===== config.mk =====
export PLATFORM = sky130hd
export DESIGN_NAME = hmm_next_emission_distribution
export DESIGN_NICKNAME = d
export VERILOG_FILES = /design/src/hdl/hned_pkg.sv /design/src/hdl/hned_store.sv /design/src/hdl/hned_mac.sv /design/src/hdl/hned_seq.sv /design/src/hdl/hmm_next_emission_distribution.sv
export SDC_FILE = /design/constraint.sdc
export NUM_CORES = 2
export LEC_CHECK = 0
export BUFFER_PORTS_ARGS = -buffer_cell sky130_fd_sc_hd__buf_4
export CAP_MARGIN = 0
export CORE_MARGIN = 10
export CORE_UTILIZATION = 25
export DETAILED_ROUTE_END_ITERATION = 10
export SLEW_MARGIN = 20
export SYNTH_ARGS = -nofsm -noshare
export SYNTH_HDL_FRONTEND = slang
export SYNTH_SLANG_ARGS = --single-unit

===== constraint.sdc =====
create_clock -name clk -period 12.8 [get_ports clk]
set_input_delay 0 -clock clk [delete_from_list [all_inputs] [get_ports clk]]
set_output_delay 0 -clock clk [all_outputs]
set_load 0.1 [all_outputs]

===== src/hdl/hned_pkg.sv =====
// Shared types, codes and helpers for the HMM next-emission distribution block.
// Used by every module of the block; depends on nothing.
package hned_pkg;

    // default store dimensions
    localparam int DEF_MAX_STATES  = 8;
    localparam int DEF_MAX_SYMBOLS = 8;

    // fixed field widths
    localparam int CNT_W   = 4;
    localparam int PROB_W  = 16;
    localparam int PROD_W  = 2 * PROB_W;
    localparam int APB_W   = 32;
    localparam int PADDR_W = 3;

    // request operation codes
    localparam logic [1:0] OP_LOAD_TRANS = 2'd0;
    localparam logic [1:0] OP_LOAD_EMIS  = 2'd1;
    localparam logic [1:0] OP_LOAD_INIT  = 2'd2;
    localparam logic [1:0] OP_COMPUTE    = 2'd3;

    // register indexes (paddr bit 2)
    localparam logic REG_NUM_STATES  = 1'b0;
    localparam logic REG_NUM_SYMBOLS = 1'b1;

    // request payload
    typedef struct packed {
        logic [1:0]        operation;
        logic [2:0]        row;
        logic [2:0]        col;
        logic [PROB_W-1:0] value;
    } hned_req_t;

    // result payload
    typedef struct packed {
        logic [2:0]        symbol_index;
        logic [PROB_W-1:0] probability;
        logic              last;
    } hned_result_t;

    // control tag that follows each product down the mac pipeline
    typedef struct packed {
        logic valid;
        logic first;
        logic last_dot;
        logic emit;
        logic last_out;
    } hned_tag_t;

    // sequencer states
    typedef enum logic [4:0] {
        ST_IDLE  = 5'b00001,
        ST_NEXT  = 5'b00010,
        ST_DRAIN = 5'b00100,
        ST_EMIT  = 5'b01000,
        ST_FLUSH = 5'b10000
    } hned_state_t;

    // index width for a store of n entries, at least one bit
    function automatic int idx_w(input int n);
        return (n > 1) ? $clog2(n) : 1;
    endfunction

endpackage


===== src/hdl/hned_store.sv =====
// Model stores: transition, emission, initial and next-state memories.
// Depends on hned_pkg; written by load requests and the mac, read by the mac at sequencer addresses.
module hned_store #(
    parameter int MAX_STATES  = hned_pkg::DEF_MAX_STATES,
    parameter int MAX_SYMBOLS = hned_pkg::DEF_MAX_SYMBOLS
) (
    input  logic                                              clk,
    input  logic                                              load_en,
    input  hned_pkg::hned_req_t                               request,
    input  logic [hned_pkg::idx_w(MAX_STATES)-1:0]            rd_i,
    input  logic [hned_pkg::idx_w(hned_pkg::idx_w(MAX_STATES) > hned_pkg::idx_w(MAX_SYMBOLS)
                  ? MAX_STATES : MAX_SYMBOLS)-1:0]            rd_j,
    input  logic                                              nwr_en,
    input  logic [hned_pkg::idx_w(MAX_STATES)-1:0]            nwr_addr,
    input  logic [hned_pkg::PROB_W-1:0]                       nwr_data,
    output logic [hned_pkg::PROB_W-1:0]                       init_q,
    output logic [hned_pkg::PROB_W-1:0]                       next_q,
    output logic [hned_pkg::PROB_W-1:0]                       trans_q,
    output logic [hned_pkg::PROB_W-1:0]                       emis_q
);
    import hned_pkg::*;

    localparam int SW      = idx_w(MAX_STATES);
    localparam int T_DEPTH = MAX_STATES * MAX_STATES;
    localparam int E_DEPTH = MAX_STATES * MAX_SYMBOLS;
    localparam int TAW     = idx_w(T_DEPTH);
    localparam int EAW     = idx_w(E_DEPTH);

    logic [PROB_W-1:0] trans_mem [T_DEPTH];
    logic [PROB_W-1:0] emis_mem  [E_DEPTH];
    logic [PROB_W-1:0] init_mem  [MAX_STATES];
    logic [PROB_W-1:0] next_mem  [MAX_STATES];

    logic           row_ok;
    logic           trans_we;
    logic           emis_we;
    logic           init_we;
    logic [TAW-1:0] trans_waddr;
    logic [EAW-1:0] emis_waddr;
    logic [SW-1:0]  init_waddr;
    logic [TAW-1:0] trans_raddr;
    logic [EAW-1:0] emis_raddr;

    // load decode, out-of-range entries are dropped
    always_comb
    begin
        row_ok      = 32'(request.row) < MAX_STATES;
        trans_we    = load_en && (request.operation == OP_LOAD_TRANS) && row_ok
                      && (32'(request.col) < MAX_STATES);
        emis_we     = load_en && (request.operation == OP_LOAD_EMIS) && row_ok
                      && (32'(request.col) < MAX_SYMBOLS);
        init_we     = load_en && (request.operation == OP_LOAD_INIT) && row_ok;
        trans_waddr = TAW'(32'(request.row) * MAX_STATES + 32'(request.col));
        emis_waddr  = EAW'(32'(request.row) * MAX_SYMBOLS + 32'(request.col));
        init_waddr  = SW'(request.row);
        trans_raddr = TAW'(32'(rd_i) * MAX_STATES + 32'(rd_j));
        emis_raddr  = EAW'(32'(rd_i) * MAX_SYMBOLS + 32'(rd_j));
    end

    // transition matrix
    always_ff @(posedge clk)
    begin
        if (trans_we)
        begin
            trans_mem[trans_waddr] <= request.value;
        end
        trans_q <= trans_mem[trans_raddr];
    end

    // emission matrix
    always_ff @(posedge clk)
    begin
        if (emis_we)
        begin
            emis_mem[emis_waddr] <= request.value;
        end
        emis_q <= emis_mem[emis_raddr];
    end

    // initial vector
    always_ff @(posedge clk)
    begin
        if (init_we)
        begin
            init_mem[init_waddr] <= request.value;
        end
        init_q <= init_mem[rd_i];
    end

    // next-state vector, written by the mac
    always_ff @(posedge clk)
    begin
        if (nwr_en)
        begin
            next_mem[nwr_addr] <= nwr_data;
        end
        next_q <= next_mem[rd_i];
    end

endmodule


===== src/hdl/hned_mac.sv =====
// Shared multiply-accumulate unit with saturation to Q0.16.
// Depends on hned_pkg; fed by hned_seq and hned_store.
module hned_mac #(
    parameter int MAX_STATES  = hned_pkg::DEF_MAX_STATES,
    parameter int MAX_SYMBOLS = hned_pkg::DEF_MAX_SYMBOLS
) (
    input  logic                                              clk,
    input  logic                                              rst_n,
    input  hned_pkg::hned_tag_t                               tag0,
    input  logic [hned_pkg::idx_w(hned_pkg::idx_w(MAX_STATES) > hned_pkg::idx_w(MAX_SYMBOLS)
                  ? MAX_STATES : MAX_SYMBOLS)-1:0]            j0,
    input  logic [hned_pkg::PROB_W-1:0]                       init_q,
    input  logic [hned_pkg::PROB_W-1:0]                       next_q,
    input  logic [hned_pkg::PROB_W-1:0]                       trans_q,
    input  logic [hned_pkg::PROB_W-1:0]                       emis_q,
    output logic                                              pipe_busy,
    output logic                                              nwr_en,
    output logic [hned_pkg::idx_w(MAX_STATES)-1:0]            nwr_addr,
    output logic [hned_pkg::PROB_W-1:0]                       nwr_data,
    output logic                                              result_valid,
    output hned_pkg::hned_result_t                            result
);
    import hned_pkg::*;

    localparam int SW = idx_w(MAX_STATES);
    localparam int KW = idx_w(MAX_SYMBOLS);
    localparam int JW = idx_w((SW > KW) ? MAX_STATES : MAX_SYMBOLS);
    localparam int AW = PROD_W + SW;

    hned_tag_t         tag1_reg, tag2_reg, tag3_reg;
    logic [JW-1:0]     j1_reg, j2_reg, j3_reg;
    logic [PROB_W-1:0] op_a, op_b;
    logic [PROD_W-1:0] prod_reg;
    logic [AW-1:0]     acc_reg;
    logic [AW-1:0]     acc_next;
    logic [PROB_W-1:0] sat;
    logic              out_valid_reg;
    hned_result_t      result_reg;

    // operand select, memory data lines up with stage 1
    always_comb
    begin
        op_a = tag1_reg.emit ? next_q : init_q;
        op_b = tag1_reg.emit ? emis_q : trans_q;
    end

    // accumulate, restarting on the first term of each dot product
    always_comb
    begin
        acc_next = tag2_reg.first ? AW'(prod_reg) : acc_reg + AW'(prod_reg);
    end

    // drop the low 16 bits and clamp
    always_comb
    begin
        sat = (|acc_reg[AW-1:PROD_W]) ? {PROB_W{1'b1}} : acc_reg[PROD_W-1:PROB_W];
    end

    // control tags down the pipeline
    always_ff @(posedge clk or negedge rst_n)
    begin
        if (!rst_n)
        begin
            tag1_reg      <= '0;
            tag2_reg      <= '0;
            tag3_reg      <= '0;
            out_valid_reg <= 1'b0;
        end
        else
        begin
            tag1_reg      <= tag0;
            tag2_reg      <= tag1_reg;
            tag3_reg      <= tag2_reg;
            out_valid_reg <= tag3_reg.valid && tag3_reg.last_dot && tag3_reg.emit;
        end
    end

    // datapath registers
    always_ff @(posedge clk)
    begin
        j1_reg   <= j0;
        j2_reg   <= j1_reg;
        j3_reg   <= j2_reg;
        prod_reg <= PROD_W'(op_a) * PROD_W'(op_b);
        if (tag2_reg.valid)
        begin
            acc_reg <= acc_next;
        end
        result_reg.symbol_index <= 3'(j3_reg);
        result_reg.probability  <= sat;
        result_reg.last         <= tag3_reg.last_out;
    end

    // next-state write back at the end of each first-phase dot product
    assign nwr_en   = tag3_reg.valid && tag3_reg.last_dot && !tag3_reg.emit;
    assign nwr_addr = SW'(j3_reg);
    assign nwr_data = sat;

    assign pipe_busy    = tag1_reg.valid || tag2_reg.valid || tag3_reg.valid;
    assign result_valid = out_valid_reg;
    assign result       = result_reg;

endmodule


===== src/hdl/hned_seq.sv =====
// Sequencer: walks both matrix-vector products through the shared mac.
// Depends on hned_pkg; drives hned_store read addresses and hned_mac tags.
module hned_seq #(
    parameter int MAX_STATES  = hned_pkg::DEF_MAX_STATES,
    parameter int MAX_SYMBOLS = hned_pkg::DEF_MAX_SYMBOLS
) (
    input  logic                                              clk,
    input  logic                                              rst_n,
    input  logic                                              compute_go,
    input  logic [hned_pkg::CNT_W-1:0]                        num_states,
    input  logic [hned_pkg::CNT_W-1:0]                        num_symbols,
    input  logic                                              pipe_busy,
    output logic                                              busy,
    output hned_pkg::hned_tag_t                               tag0,
    output logic [hned_pkg::idx_w(MAX_STATES)-1:0]            rd_i,
    output logic [hned_pkg::idx_w(hned_pkg::idx_w(MAX_STATES) > hned_pkg::idx_w(MAX_SYMBOLS)
                  ? MAX_STATES : MAX_SYMBOLS)-1:0]            rd_j
);
    import hned_pkg::*;

    localparam int SW  = idx_w(MAX_STATES);
    localparam int KW  = idx_w(MAX_SYMBOLS);
    localparam int JW  = idx_w((SW > KW) ? MAX_STATES : MAX_SYMBOLS);
    localparam int CSW = $clog2(MAX_STATES + 1);
    localparam int CKW = $clog2(MAX_SYMBOLS + 1);

    hned_state_t    state_reg, state_next;
    logic [SW-1:0]  i_reg, i_next;
    logic [JW-1:0]  j_reg, j_next;
    logic [CSW-1:0] ns_c;
    logic [CKW-1:0] nk_c;
    logic [SW-1:0]  last_s;
    logic [KW-1:0]  last_k;
    logic           i_last;
    logic           j_last;

    // clamp the counts to 1..MAX
    always_comb
    begin
        if (num_states == '0)
        begin
            ns_c = CSW'(1);
        end
        else if (32'(num_states) > MAX_STATES)
        begin
            ns_c = CSW'(MAX_STATES);
        end
        else
        begin
            ns_c = CSW'(num_states);
        end
        if (num_symbols == '0)
        begin
            nk_c = CKW'(1);
        end
        else if (32'(num_symbols) > MAX_SYMBOLS)
        begin
            nk_c = CKW'(MAX_SYMBOLS);
        end
        else
        begin
            nk_c = CKW'(num_symbols);
        end
        last_s = SW'(ns_c - CSW'(1));
        last_k = KW'(nk_c - CKW'(1));
    end

    // loop ends
    always_comb
    begin
        i_last = (i_reg == last_s);
        j_last = state_reg[4:0] == ST_EMIT ? (j_reg == JW'(last_k)) : (j_reg == JW'(last_s));
    end

    // state and counter update
    always_comb
    begin
        state_next = state_reg;
        i_next     = i_reg;
        j_next     = j_reg;
        case (state_reg)
            ST_IDLE:
            begin
                i_next = '0;
                j_next = '0;
                if (compute_go)
                begin
                    state_next = ST_NEXT;
                end
            end
            ST_NEXT, ST_EMIT:
            begin
                if (i_last)
                begin
                    i_next = '0;
                    if (j_last)
                    begin
                        j_next     = '0;
                        state_next = (state_reg == ST_NEXT) ? ST_DRAIN : ST_FLUSH;
                    end
                    else
                    begin
                        j_next = j_reg + JW'(1);
                    end
                end
                else
                begin
                    i_next = i_reg + SW'(1);
                end
            end
            ST_DRAIN:
            begin
                if (!pipe_busy)
                begin
                    state_next = ST_EMIT;
                end
            end
            ST_FLUSH:
            begin
                if (!pipe_busy)
                begin
                    state_next = ST_IDLE;
                end
            end
            default:
            begin
                state_next = ST_IDLE;
            end
        endcase
    end

    always_ff @(posedge clk or negedge rst_n)
    begin
        if (!rst_n)
        begin
            state_reg <= ST_IDLE;
            i_reg     <= '0;
            j_reg     <= '0;
        end
        else
        begin
            state_reg <= state_next;
            i_reg     <= i_next;
            j_reg     <= j_next;
        end
    end

    // issue one product per cycle in both run states
    always_comb
    begin
        tag0.valid    = (state_reg == ST_NEXT) || (state_reg == ST_EMIT);
        tag0.first    = (i_reg == '0);
        tag0.last_dot = i_last;
        tag0.emit     = (state_reg == ST_EMIT);
        tag0.last_out = j_last;
    end

    assign busy = (state_reg != ST_IDLE);
    assign rd_i = i_reg;
    assign rd_j = j_reg;

endmodule


===== src/hdl/hmm_next_emission_distribution.sv =====
// Top level of the HMM next-emission distribution block: config registers and wiring.
// Depends on hned_pkg, hned_store, hned_mac and hned_seq.
//
// Load requests (transition, emission or initial entry) are taken while busy is low and busy stays
// low. A compute request raises busy and walks ns*ns products for the next-state vector and
// ns*nk products for the emission step through one shared 16x16 multiply-accumulate unit, one
// product per cycle, with a pipeline drain between the two phases; ns and nk are the clamped
// counts. The nk results leave one at a time, each on result for a single cycle under
// result_valid, in symbol order, the final one with last set; the receiver must take them as
// they come. busy drops the cycle after the final result. Counts must be written through the
// APB port only while busy is low; the block itself does not enforce this.
module hmm_next_emission_distribution #(
    parameter int MAX_STATES  = hned_pkg::DEF_MAX_STATES,
    parameter int MAX_SYMBOLS = hned_pkg::DEF_MAX_SYMBOLS
) (
    input  logic                          clk,
    input  logic                          rst_n,
    input  logic                          start,
    output logic                          busy,
    input  hned_pkg::hned_req_t           request,
    output logic                          result_valid,
    output hned_pkg::hned_result_t        result,
    input  logic                          psel,
    input  logic                          penable,
    input  logic                          pwrite,
    input  logic [hned_pkg::PADDR_W-1:0]  paddr,
    input  logic [hned_pkg::APB_W-1:0]    pwdata,
    output logic [hned_pkg::APB_W-1:0]    prdata,
    output logic                          pready
);
    import hned_pkg::*;

    localparam int SW = idx_w(MAX_STATES);
    localparam int KW = idx_w(MAX_SYMBOLS);
    localparam int JW = idx_w((SW > KW) ? MAX_STATES : MAX_SYMBOLS);

    logic [CNT_W-1:0]  num_states_reg;
    logic [CNT_W-1:0]  num_symbols_reg;
    logic              cfg_wr;
    logic              accept;
    logic              compute_go;
    logic              pipe_busy;
    hned_tag_t         tag0;
    logic [SW-1:0]     rd_i;
    logic [JW-1:0]     rd_j;
    logic              nwr_en;
    logic [SW-1:0]     nwr_addr;
    logic [PROB_W-1:0] nwr_data;
    logic [PROB_W-1:0] init_q, next_q, trans_q, emis_q;

    // request handshake
    assign accept     = start && !busy;
    assign compute_go = accept && (request.operation == OP_COMPUTE);

    // config register writes
    assign pready = 1'b1;
    assign cfg_wr = psel && penable && pwrite && pready;

    always_ff @(posedge clk or negedge rst_n)
    begin
        if (!rst_n)
        begin
            num_states_reg  <= CNT_W'(1);
            num_symbols_reg <= CNT_W'(1);
        end
        else if (cfg_wr)
        begin
            case (paddr[2])
                REG_NUM_STATES:  num_states_reg  <= pwdata[CNT_W-1:0];
                REG_NUM_SYMBOLS: num_symbols_reg <= pwdata[CNT_W-1:0];
                default:         num_states_reg  <= num_states_reg;
            endcase
        end
    end

    // config register reads
    always_comb
    begin
        case (paddr[2])
            REG_NUM_STATES:  prdata = APB_W'(num_states_reg);
            REG_NUM_SYMBOLS: prdata = APB_W'(num_symbols_reg);
            default:         prdata = '0;
        endcase
    end

    hned_seq #(
        .MAX_STATES  (MAX_STATES),
        .MAX_SYMBOLS (MAX_SYMBOLS)
    ) u_seq (
        .clk         (clk),
        .rst_n       (rst_n),
        .compute_go  (compute_go),
        .num_states  (num_states_reg),
        .num_symbols (num_symbols_reg),
        .pipe_busy   (pipe_busy),
        .busy        (busy),
        .tag0        (tag0),
        .rd_i        (rd_i),
        .rd_j        (rd_j)
    );

    hned_store #(
        .MAX_STATES  (MAX_STATES),
        .MAX_SYMBOLS (MAX_SYMBOLS)
    ) u_store (
        .clk      (clk),
        .load_en  (accept),
        .request  (request),
        .rd_i     (rd_i),
        .rd_j     (rd_j),
        .nwr_en   (nwr_en),
        .nwr_addr (nwr_addr),
        .nwr_data (nwr_data),
        .init_q   (init_q),
        .next_q   (next_q),
        .trans_q  (trans_q),
        .emis_q   (emis_q)
    );

    hned_mac #(
        .MAX_STATES  (MAX_STATES),
        .MAX_SYMBOLS (MAX_SYMBOLS)
    ) u_mac (
        .clk          (clk),
        .rst_n        (rst_n),
        .tag0         (tag0),
        .j0           (rd_j),
        .init_q       (init_q),
        .next_q       (next_q),
        .trans_q      (trans_q),
        .emis_q       (emis_q),
        .pipe_busy    (pipe_busy),
        .nwr_en       (nwr_en),
        .nwr_addr     (nwr_addr),
        .nwr_data     (nwr_data),
        .result_valid (result_valid),
        .result       (result)
    );

endmodule


==> summary.md <==
| Metric | Value |
|---|---|
| CTS Buf Count | 246 |
| Avg Cell Area, Syn | 20.2 µm² |
| Slowest CP cell | mux2i_2 |
| Relative slew slack | 24.4% |
| Chip width | 665 µm |
| H-tree levels | 4 |
| Crit path DAT | 8550 ps |
| Mapped Cells | 5150 |
| First-pass GRT wire length | 372 mm |
| Crit start category | flop |
| Pwr per Cell Area | 180 nW/µm² |
| Die ar. | 443000 µm² |
| Ys Warns | 0 |
| Critical Path Most Common Cell | fa_1 |
| Area occupied by registers | 73600 µm² |
| Post-CTS Setup Bufs | 0 |
| Starting Density | 25.1% |
| Die Ht | 665 µm |
| Transition time of the tightest slew-check pin | 1130 ps |
| HP Class | in -> reg |
| Vias in the first global route | 52100 |
| Crit-path max cell delay | 890 ps |
| Clk Latency, worst-skew pair | 960 ps |
| Failing checks | hold timing |
| Wire length per cell | 23.0 µm |
| Leak pwr | 37.7 nW |
| RSZ-0062 raised after global routing | false |
| CORE AREA | 414000 µm² |
| Clock Sinks | 2498 |
| Synth Area in Adders | 5.45% |
| Worst EP required | 13550 ps |
| Detailed Route WL | 256 mm |
| Top flop regs | u_store.emis_mem: 1024 flops, u_store.trans_mem: 1024 flops |
| Global route hottest layer | met2 |
| Xor/xnor share of the synthesized area | 0.522% |
| Main flop type after synthesis | edfxtp_1 |
| Met3 GRT Util | 1.79% |
| Post-synthesis compound-gate area fraction | 1.41% |
| Post-route worst setup slack | 5000 ps |
| Routing usage on met2 | 18.2% |
| Fmax | 0.128 GHz |
| Routing usage on met1 | 15.7% |
| Post-synth EDFFs | 2339 |
| Routability Congestion | 0.836 |
| Hold slack | -9.51 ps |
| Endpoint type of the worst setup path | flop |
| Ports | 120 |
| Max Clock Skew | 152 ps |
| Largest area contributor in the synthesized netlist | edfxtp_1 |
| Crit Path Category | reg -> reg |
| Drt first pass iters | 5 |
| Maximum fanout along the worst path | 50 |
| Netlist cell types | 72 |
| Final nets | 5868 |
| Total Power | 0.0216 W |
| Multiplexer area fraction after synthesis | 17.1% |
| Crit-path cells | buf_4, mux2i_2, nor2_1, fa_1, inv_1, fa_1, inv_1, fa_1, fa_1, fa_1, inv_1, fa_1, inv_1, ha_1, a21o_1, a21o_1, a21o_1, a2111oi_0, nor3_1, a31o_2, a2111oi_0, a211oi_1 |
| Total Neg Setup Slack | 0 ps |
| Initial antenna violation count | 26 |
| Dpl ws | 4970 ps |
| R2R Setup Slk | 5000 ps |
| Max-slew violations | 0 |
| Port Buf Inserts | 60 |
| Reported max-cap violation count | 0 |
| CTS tree | done |
| Via count | 50500 |
| Commonest cells in the netlist | 2339 x edfxtp_1, 736 x mux4_2, 299 x nor2_1 |
| Asr flop ratio synth | 1.36% |
| Largest net degree at the start of global routing | 144 |
| Post-route antenna net violation count | 0 |
| # rows | 236 |
| Area delta synth->final | 15.1% |
| Post-DP HPWL | 156 mm |
| Worst path buffer plus inverter count | 5 |
| DR iter-0 viols | 5819 |
| Final Hold Fails | 1 |
| CP delay by family, top | adder cells |
| Outcome | complete, but fails checks |
| Grt ovf | 0 |
| Synth Cell Area | 104000 µm² |
| Largest family of logic cells by synthesized area | multiplexers |
| Seq cells post-synth | 2498 |
| Fillers | 40200 |
| Clk buf depth | 4 |
| Residual DRC | 0 |
| Top-count cell post-synth | edfxtp_1 |
| Routed vias/inst | 4.53 |
| VDD IR max | 0.000370 V |
| Clock-pin slew on the worst setup and hold paths | 60 ps |
| Area of the multi-input gates | 28500 µm² |
| Area contributors post-synth | edfxtp_1 67%, mux4_2 16%, fa_1 3.8%, dfxtp_1 2.4%, ha_1 1.7% |
| Min Tclk post-route | 7800 ps |
| Final setup vio count | 0 |
| Clock root buffer | clkbuf_16 |
| Sequential fraction of the synthesis area | 70.7% |
| Layout cells sized above 1 | 25.5% |
| Final period util | 60.9% |
| Area share of the largest cell type after synthesis | 67.5% |
| Synth Area in Simple Gates | 2.70% |
| Gr usage total | 11.2% |
[placed cells by master, fill, tap and decap left out, types with 43 or more instances in the layout]
master	Yosys	final
dlygate4sd3_1	0	43
fa_1	195	195
inv_1	251	251
dfxtp_1	125	125
mux4_2	736	736
clkinv_1	1	56
o21ai_0	60	60
ha_1	141	141
buf_4	52	253
nor2_1	299	294
nand2_1	219	219
clkinv_2	0	45
edfxtp_1	2339	2339
mux2_2	75	75
clkbuf_16	0	247
clkbuf_1	147	47
a21oi_1	48	48
[cell families after synthesis]
kind of cell / count (synthesis)
AOI/OAI and AO/OA: 231
and+or+nand+nor: 656
other: 2
adders and majority gates: 336
buffers and inverters: 515
xor gates and xnor gates: 62
DFF: 2498
muxes: 850
[area by class of cell]
class,instances,share of cell area (%)
inverter,253,0.792
clock buffer,297,5.34
timing repair buffer,304,2.07
clock inverter,139,0.880
multi-input combinational,2164,23.7
sequential,2498,61.4
tap,5474,5.72
antenna,7,0.0146
[worst reg2reg max path, cell delays in order (launching register included)]
cell,delay (ps)
dfrtp_2,540
buf_4,670
mux2i_2,950
nor2_1,150
fa_1,580
inv_1,50
fa_1,480
inv_1,50
fa_1,520
fa_1,460
fa_1,530
inv_1,50
fa_1,360
inv_1,70
ha_1,310
a21o_1,210
a21o_1,180
a21o_1,190
a2111oi_0,390
nor3_1,130
a31o_2,270
a2111oi_0,430
a211oi_1,110
[power breakdown]
group,switching [W],total (W),internal [W]
registers,0.0000853,0.00920,0.00912
logic,0.00332,0.00557,0.00225
clock network,0.00302,0.00680,0.00378
total,0.00642,0.0216,0.0151
[per-stage QoR]
stage / area [µm²] / utilization, % / hold slack, ps / instances
after global placement: 112000 / 27.0 / 2.23 / 10600
after floorplan: 104000 / - / -296 / 5177
final: 120000 / 28.9 / -9.51 / 11100
after global routing: 120000 / 28.9 / 39.1 / 11100
after detailed placement: 112000 / 27.0 / 14.7 / 10600
after CTS: 120000 / 28.9 / 1.33 / 11100
[layer usage]
metal	wire, µm	share of wire, %
met4	5510	2.2
met3	18100	7.1
met2	122000	48
met1	110000	43
met5	13	0.0051
[worst paths after layout]
path	from	end	cells past startpoint
setup / recovery	u_mac.tag1_reg[1]$_DFF_PN0_	u_mac.prod_reg[31]$_DFF_P_	22
hold / removal	request[22]	u_store.init_mem[7][13]$_DFFE_PP_	4
setup reg to reg	u_mac.tag1_reg[1]$_DFF_PN0_	u_mac.prod_reg[31]$_DFF_P_	22
hold reg to reg	u_mac.j2_reg[0]$_DFF_P_	u_mac.nwr_addr[0]$_DFF_P_	0
max in group asynchronous	rst_n	u_mac.tag2_reg[3]$_DFF_PN0_	4
min in group asynchronous	rst_n	num_states_reg[0]$_DFFE_PN1P_	3
[timing repair]
action | in CTS | in global routing
resized for setup | 0 | 0
endpoints found under the hold margin | 1283 | 0
hold buffers | 44 | 0
Power figures use the tool's default switching activity.
